File: src/vst_pkg.sv
// ----------------------------------------------------------------------------
// vst_pkg: shared types and constants for the variable symbol table
// Holds the table geometry, the status codes, the item record that travels
// along the cell chain, the insert command, and the name normalizing function.
// ----------------------------------------------------------------------------
package vst_pkg;

  localparam int TABLE_DEPTH    = 64;
  localparam int NAME_CHARS     = 20;
  localparam int CHARS_PER_WORD = 10;
  localparam int CODE_BITS      = 6;
  localparam int WORD_W         = CHARS_PER_WORD * CODE_BITS;
  localparam int VALUE_W        = 64;
  localparam int IDX_W          = (TABLE_DEPTH > 1) ? $clog2(TABLE_DEPTH) : 1;
  localparam int CNT_W          = $clog2(TABLE_DEPTH + 1);

  typedef enum logic [1:0] {
    ST_OK        = 2'd0,
    ST_NOT_FOUND = 2'd1,
    ST_EMPTY     = 2'd2,
    ST_FULL      = 2'd3
  } status_t;

  typedef enum logic [1:0] {
    S_IDLE,
    S_SCAN,
    S_HOLD
  } state_t;

  // Record handed from cell to cell, one cell per cycle.
  typedef struct packed {
    logic               active;
    logic               is_assign;
    logic [WORD_W-1:0]  key_high;
    logic [WORD_W-1:0]  key_low;
    logic [VALUE_W-1:0] data;
    logic               hit;
    logic               free_found;
    logic [IDX_W-1:0]   free_idx;
  } tok_t;

  // Insert command broadcast to the row after an assign scan finds no match and a free cell.
  typedef struct packed {
    logic               en;
    logic [IDX_W-1:0]   idx;
    logic [WORD_W-1:0]  key_high;
    logic [WORD_W-1:0]  key_low;
    logic [VALUE_W-1:0] data;
  } ins_t;

  // A name ends at its first padding code; everything after it, and every
  // character beyond NAME_CHARS, is forced to padding.
  function automatic logic [2*WORD_W-1:0] normalize(input logic [WORD_W-1:0] hi,
                                                    input logic [WORD_W-1:0] lo);
    logic [2*WORD_W-1:0] name;
    logic                ended;
    logic [CODE_BITS-1:0] code;
    int                  pos;
    name  = {hi, lo};
    ended = 1'b0;
    for (int c = 0; c < 2 * CHARS_PER_WORD; c++) begin
      pos  = (2 * CHARS_PER_WORD - 1 - c) * CODE_BITS;
      code = name[pos +: CODE_BITS];
      if (c >= NAME_CHARS || code == '0) ended = 1'b1;
      if (ended) name[pos +: CODE_BITS] = '0;
    end
    return name;
  endfunction

endpackage

File: src/vst_cell.sv
// ----------------------------------------------------------------------------
// vst_cell: one table entry of the symbol table chain
// Holds a key and a value, compares the passing item against its key, serves
// or updates the value on the first match, and reports itself when free.
// ----------------------------------------------------------------------------
module vst_cell (
  input  logic                     clk,
  input  logic                     rst,
  input  logic [vst_pkg::IDX_W-1:0] cell_idx,
  input  vst_pkg::tok_t            tok_in,
  input  vst_pkg::ins_t            ins,
  output vst_pkg::tok_t            tok_out
);
  import vst_pkg::*;

  logic [WORD_W-1:0]  key_high;
  logic [WORD_W-1:0]  key_low;
  logic [VALUE_W-1:0] value;
  logic               valid;
  logic               match;
  logic               take_free;
  logic               ins_here;
  tok_t               tok_next;

  assign match     = tok_in.active && valid && !tok_in.hit &&
                     key_high == tok_in.key_high && key_low == tok_in.key_low;
  assign take_free = tok_in.active && !valid && !tok_in.free_found;
  assign ins_here  = ins.en && ins.idx == cell_idx;

  always_comb begin
    tok_next = tok_in;
    if (match) begin
      tok_next.hit = 1'b1;
      if (!tok_in.is_assign) tok_next.data = value;
    end
    if (take_free) begin
      tok_next.free_found = 1'b1;
      tok_next.free_idx   = cell_idx;
    end
  end

  // Only the valid bit and the item marker need a reset; the rest is data.
  always_ff @(posedge clk) begin
    if (rst) begin
      valid          <= 1'b0;
      tok_out.active <= 1'b0;
    end else begin
      if (ins_here) valid <= 1'b1;
      tok_out.active <= tok_next.active;
    end
    tok_out.is_assign  <= tok_next.is_assign;
    tok_out.key_high   <= tok_next.key_high;
    tok_out.key_low    <= tok_next.key_low;
    tok_out.data       <= tok_next.data;
    tok_out.hit        <= tok_next.hit;
    tok_out.free_found <= tok_next.free_found;
    tok_out.free_idx   <= tok_next.free_idx;
    if (ins_here) begin
      key_high <= ins.key_high;
      key_low  <= ins.key_low;
      value    <= ins.data;
    end else if (match && tok_in.is_assign) begin
      value <= tok_in.data;
    end
  end

endmodule

File: config.mk
export PLATFORM = sky130hd
export DESIGN_NAME = vst_cell
export DESIGN_NICKNAME = d
export VERILOG_FILES = /design/src/vst_pkg.sv /design/src/vst_cell.sv
export SDC_FILE = /design/constraint.sdc
export NUM_CORES = 1
export LEC_CHECK = 0
export ABC_AREA = 1
export BUFFER_PORTS_ARGS = -buffer_cell sky130_fd_sc_hd__buf_2
export CORE_AREA = 4 4 226 228
export DETAILED_ROUTE_END_ITERATION = 7
export DIE_AREA = 0 0 230 232
export PLACE_DENSITY = 0.51
export RECOVER_POWER = 100
export SLEW_MARGIN = 10
export SYNTH_ARGS = -nofsm -noshare
export SYNTH_HDL_FRONTEND = slang
export SYNTH_SLANG_ARGS = --single-unit
File: constraint.sdc
create_clock -name clk -period 9.7 [get_ports clk]
set_input_delay 0.97 -clock clk [delete_from_list [all_inputs] [get_ports clk]]
set_output_delay 0.97 -clock clk [all_outputs]
set_load 0.02 [all_outputs]
# After elaboration in Yosys (flattened, before gate mapping)
# Index checks and enable logic that the tools add are counted.
# Widths: inputs -> output; s select.
[totals]
ff_bits = 379
word_cells = 32
[classes]
reduce_logical = 12
n_eq_ne = 3
mux = 5
[op_table]
columns = ["op", "n"]
rows = [
  ["$mux 64", 3],
  ["$eq 60x60->1", 2],
  ["$mux 65", 1],
  ["$logic_and 1x1->1", 8],
  ["$eq 6x6->1", 1],
  ["$mux 6", 1],
  ["$logic_not 1->1", 3],
  ["$reduce_bool 2->1", 1],
]

# Logic depth before layout (Yosys ltp)
# Gate-level depths: netlist (run 1).
[depth]
ltp_word = 7
depth_mapped = 15

# Worst setup path before layout (run 1)
# No wires, ideal clock.
[synth_timing]
path_kind = "in2reg"
from = "in cell_idx[4] in the netlist's numbering"
to = "reg key_high[0] (enable)"
path_stages = 6
t_required_ps = 9168
n_path_buf = 1
setup_slack_ps = 4228
arrival_ps = 4940
path_cell_list = "inv_1 -> nor2_1 -> a221oi_1 -> nand3b_1 -> inv_1 -> clkbuf_1"
[synth_between]
elab_chain_cells = 2
[synth_lines]
columns = ["element", "line_no", "source"]
rows = [
  ["from (decl)", "vst_cell.sv:9", "input logic [vst_pkg::IDX_W-1:0] cell_idx,"],
  ["$eq 6x6->1", "vst_cell.sv:28", "assign ins_here = ins.en && ins.idx == cell_idx;"],
  ["$logic_and 1x1->1", "vst_cell.sv:28", ""],
  ["net ins_here", "vst_cell.sv:22", "logic ins_here;"],
  ["to (signal assigned)", "vst_cell.sv:59", "key_high <= ins.key_high;"],
  ["to (decl)", "vst_cell.sv:16", "logic [WORD_W-1:0] key_high;"],
]
# The timed path passes the listed nets, and every way through them passes these cells.
# A chain may end at the register's enable or synchronous reset.

==> flow_summary.yaml, run 1 <==
worst_setup_path:
  cp_common_cell: "nand2_1"
  max_stage_delay_ps: 1460
  path_cells: "clkbuf_1 > xnor2_1 > nand2_1 > nor2_1 > nand2_1 > nor2_1 > nand2_1 > nor2_1 > clkbuf_1 > nand2_1 > buf_4 > nand2_1 > nand2_1"
  cp-start-kind: "input port"
  critical_path.slowest_cell: "nor2_1"
  arrival_ps: 6730
  crit_buf_inv: 3
  critical_path_class: "input port to register"
  required_ps: 10140
  crit_fanout: 40
  cp_top_family: "simple AND/OR/NAND/NOR gates"
  endpoint_kind: "register"
timing:
  fin_setup_tns_ps: 0
  hold_slack_ps: 483
  hold_viol: 0
  slew_headroom: -1.67
  finalCritPeriodShare: 0.648
  worstMarginPinSlew_ps: 4010
  clock-skew-final_ps: 17.7
  fmax_mhz: 159
  setup_viol: 0
  slew_viol_final: 186
  min_period_ps: 6290
  rsz0062_at_grt: "false"
floorplanning:
  initial_core_util: 0.283
  io_pins: 587
  fp.dieArea_um2: 53400
  rows: 81
  die_w_um: 230
  die_height_um: 232
  coreArea_um2: 48800
power:
  total_power_uw: 3660
  leakage_uw: 0.00764
  peakVddDrop_mv: 0.139
  power_density_nw_per_um2: 198
logic_synthesis:
  synth_edf_count: 184
  yosysSeqAreaShare: 0.682
  ys_async_sr_fraction: 0
  ys_ff_latch: 379
  avgSynthCellArea_um2: 11.3
  synth_top_cells_by_area: "edfxtp_1, dfxtp_1, nand2_1"
  ys_types: 23
  synth_top_area_frac: 0.400
  yosysMostFrequentCell: "nand2_1"
  synth_top_cell_by_area: "edfxtp_1"
  ys_top_cells_by_count: "nand2_1, dfxtp_1, edfxtp_1"
  synth_ff_type: "dfxtp_1"
  ys.warnings.count: 0
  postSynthNetCount: 1619
  syn-cell-area_um2: 13800
  synth_cells: 1226
routing:
  drt_first_pass_iters: 5
  antenna_left: 0
  vias: 10565
  totalWireLength_mm: 45.5
  drc_errors: 0
  wl_per_cell_um: 18.0
  initialDrtViolationCount: 508
  viasPerCell: 4.18
final_layout:
  fin_nets: 2215
  area_growth_pct: 33.4
  drive_gt1_frac: 0.218
status:
  outcome: "finished, violations left"
  violations: "max-capacitance violations, max-slew violations"
global_route:
  grt_max_degree: 78
  grt_overflow: 0
  grt_pass1_wl_mm: 65.0
  antenna_found_initial: 19
  grt_pass1_vias: 10920
  globalRouteTotalUtil: 0.160
run:
  cap_violations: 4
clock_tree:
  cts_sinks: 379
  cts_made_buffers: 43
  clkLatencyLatePin_ps: 570
  hold_buffers: 0
  clockBufferDepth: 3
  ctsResizeCount: 0
  cts_root_buf: "clkbuf_16"
  cts_tree: "yes"
  clk_pin_slew_ps: 60
  ctsHtreeMaxLevel: 2
  cts_setup_buffers: 0
worst_hold_path:
  hp-class: "register to register"
place:
  io_buffers: 586
  gp_congestion: 0.834
  hpwl_mm: 34.6
kinds of logic (layout without fill, tap and decap cells):
group                     Yosys count  count (layout)  synth area share
and+or+nand+nor                   577             577             0.164
xor gates and xnor gates          101             101            0.0640
DFF                               379             379             0.682
other                               0               9                 0
buffers and inverters              94             725            0.0321
muxes                              67              67            0.0546
AOI/OAI and AO/OA                   8               8           0.00344
layout by cell type (no fill, tap or decap), types with 2 or more instances in the layout:
cell        synthesis  final
buf_2              13    263
buf_4              10      4
clkbuf_1           10    335
clkbuf_16           0     44
clkbuf_8            0      8
clkinv_1            0      3
clkinv_2            0      6
clkinv_4            0      2
clkinvlp_4          0      2
dfxtp_1           195    195
diode_2             0      9
edfxtp_1          184    184
inv_1              52     51
inv_6               0      3
mux2_2             67     66
nand2_1           461    460
nand3_1            68     68
nand4_1             2      2
nor2_1             44     44
o21ai_0             3      3
xnor2_1            95     95
xor2_1              6      6
final timing paths:
| kind | start | endpoint | slack [ps] | cells past startpoint |
|---|---|---|---|---|
| min | valid | valid | 480 | 2 |
| max | tok_in[181] | tok_out[16] | 3410 | 13 |
| min reg2reg | valid | valid | 480 | 2 |
| max reg2reg | key_high[36] | tok_out[16] | 3540 | 12 |
per-stage QoR:
step	setup slack, ps	instance area [µm²]	util	cells
final	3410	18400	0.377	2530
after global placement	5350	17400	0.357	2441
after CTS	5960	18800	0.386	2521
after floorplan	4230	13800	-	1226
after global routing	2940	18400	0.377	2529
after detailed placement	5370	17400	0.357	2441
metal layers:
metal	part of all wire	global-route usage
met1	0.38	0.177
met2	0.50	0.285
met3	0.080	0.0526
met4	0.032	0.0628
met5	0.0026	0
sequential cells by signal, indices dropped and copies added, names as in the netlist:
register,cells
tok_out,194
key_high,60
value,64
valid,1
key_low,60
worst min-delay path: stages, from the launching register on:
cell and delay [ps]:
dfxtp_1 310, inv_1 60, a21oi_1 70
power by group:
group	leakage, µW	switching (µW)	internal, µW	total [µW]
sequential	0.00330	18.7	1730	1750
clock	0.000693	674	931	1610
combinational	0.00364	180	120	300
cell type report:
type	instances	area, µm²
Clock inverter	19	174
Fill cell	5086	30400
Antenna cell	9	22.5
Inverter	52	200
Timing Repair Buffer	593	2570
Tap cell	664	831
Multi-Input combinational cell	753	3960
Sequential cell	379	9430
Clock buffer	61	1240
Note: power is estimated with default switching activity, not from simulation.
==> run 2, diff against run 1 <==
Settings changed: ABC_AREA 1 to 0, CORE_AREA 4 4 226 228 to 4 4 228 230, DIE_AREA 0 0 230 232 to 0 0 232 234.
Clock period 9.7 ns to 5.2 ns, I/O delays scaled along.
==> flow_summary.yaml, run 2 <==
power:
  combPwrFrac: 0.078
  switching_share: 0.228
  internal_power_uw: 5150
  peakVddDrop_mv: 0.251
  p_clk_frac: 0.434
  power_density_nw_per_um2: 372
  p_sw_uw: 1520
  leakage_uw: 0.00672
  seq_power_share: 0.488
clock_tree:
  cts_root_buf: "clkbuf_16"
  cts_sinks: 379
  clockBufferDepth: 3
  cts_setup_buffers: 0
  ctsResizeCount: 0
  cts_tree: "yes"
  clkLatencyLatePin_ps: 560
  hold_buffers: 0
  ctsHtreeMaxLevel: 2
  cts_made_buffers: 43
  clk_pin_slew_ps: 60
timing:
  rsz0062_at_grt: "false"
  setup_viol: 0
  finalCritPeriodShare: 0.759
  worstMarginPinSlew_ps: 2260
  hold_slack_ps: 99.2
  clock-skew-final_ps: 23.4
  min_period_ps: 3950
  fin_setup_tns_ps: 0
  slew_headroom: -0.509
  slew_viol_final: 139
  setup_slack_ps: 1250
  fmax_mhz: 253
  hold_viol: 0
routing:
  totalWireLength_mm: 42.4
  drt_first_pass_iters: 4
  drc_errors: 0
  vias: 8605
  initialDrtViolationCount: 248
  viasPerCell: 4.07
  antenna_left: 0
  wl_per_cell_um: 20.1
floorplanning:
  initial_core_util: 0.267
  die_w_um: 232
  fp.dieArea_um2: 54300
  die_height_um: 234
  io_pins: 587
  coreArea_um2: 49900
  rows: 82
final_layout:
  reg_top3: "tok_out: 194 flops, value: 64 flops"
  seq_area_um2: 9430
  regMostFlops: "tok_out"
  fill_cells: 5108
  multi_input_area_um2: 3680
  layout_commonest_cell: "clkbuf_1"
  fin_nets: 1787
  mostFrequentLayoutCells: "clkbuf_1, buf_2, dfxtp_1"
  area_growth_pct: 34.8
  largest_reg_flops: 194
  drive_gt1_frac: 0.345
worst_hold_path:
  hp-start: "tok_in[94]"
  hold_end: "tok_out[94]"
  hp-class: "input port to register"
  holdPathStages: 1
logic_synthesis:
  synth_top_area_frac: 0.415
  synth_cells: 777
  ys_top_cells_by_count: "dfxtp_1, edfxtp_1, mux2_2"
  ys.warnings.count: 0
  synth_top_cell_by_area: "edfxtp_1"
  ys_async_sr_fraction: 0
  yosysMostFrequentCell: "dfxtp_1"
  ys_ff_latch: 379
  yosysSeqAreaShare: 0.709
  avgSynthCellArea_um2: 17.1
  syn-cell-area_um2: 13300
  postSynthNetCount: 1170
  synth_edf_count: 184
  synth_ff_type: "dfxtp_1"
  synth_top_cells_by_area: "edfxtp_1, dfxtp_1, mux2_2"
  ys_types: 24
place:
  gp_congestion: 0.874
  place_ws_ps: 1260
  io_buffers: 586
  hpwl_mm: 33.0
worst_setup_path:
  r2r_end: "tok_out[33]"
  arrival_ps: 4390
  rr_startpoint: "key_low[51]"
  r2r_setup_slack_ps: 1250
  rr_worst_depth: 8
  endpoint_kind: "register"
  required_ps: 5640
  crit_fanout: 48
  critical_path_class: "register to register"
  cp-start-kind: "register"
global_route:
  grt_pass1_wl_mm: 59.1
  grt_max_degree: 79
  globalRouteTotalUtil: 0.148
  antenna_found_initial: 19
  grt_overflow: 0
  grt_pass1_vias: 8992
run:
  cap_violations: 3
status:
  violations: "max-capacitance violations, max-slew violations"
  outcome: "finished, violations left"
-- run 2: final cells by class --
class                      count  area share
timing repair buffer         593       0.146
antenna                       12     0.00167
tap                          672      0.0469
sequential                   379       0.526
multi-input combinational    376       0.205
inverter                       1    0.000209
clock buffer                  67      0.0696
clock inverter                12     0.00537
-- run 2: layer usage --
metal,track usage,wire (µm),up-vias
li1,-,-,4088
met2,0.259,21200,350
met1,0.165,16000,4071
met5,0,101,-
met3,0.0569,3730,82
met4,0.0527,1310,14
-- run 2: critical path, cell delays in order (launching register included) --
cell      delay, ps
edfxtp_1        370
xor2_1          180
nor4_1          410
nand4_1         250
nor4_1          920
nand3_4         140
clkbuf_1        570
buf_4           540
mux2_1          410
-- run 2: power groups by stage --
stage	combinational [µW]	clock, µW	sequential [µW]
after global placement	567	0	3320
after floorplan	151	0	3420
after global routing	566	3140	3260
after detailed placement	573	0	3320
after CTS	576	3000	3250
final	521	2900	3260
-- run 2: logic make-up after synthesis --
family | share of synthesized area
xor gates and xnor gates | 0.0830
buffers and inverters | 0.00903
DFF | 0.709
and+or+nand+nor | 0.0230
muxes | 0.176
AOI/OAI and AO/OA | 0.000565
-- run 2: metrics by stage --
step	utilization	instances	cell area [µm²]	total power, µW
finish	0.360	2112	17900	6670
global route	0.359	2106	17900	6970
CTS	0.370	2100	18400	6830
detailed placement	0.343	2021	17100	3890
global placement	0.343	2021	17100	3890
floorplan	-	777	13300	3570
-- run 2: worst max path at each step --
stage,start,endpoint,cells after the start
6_report,key_low[51],tok_out[33],8
5_1_grt,key_low[49],tok_out[33],8
4_1_cts,key_low[51],tok_out[55],8
3_5_place_dp,tok_in[123],tok_out[55],9
3_3_place_gp,tok_in[123],tok_out[61],9
2_1_floorplan,cell_idx[2],value[0],5
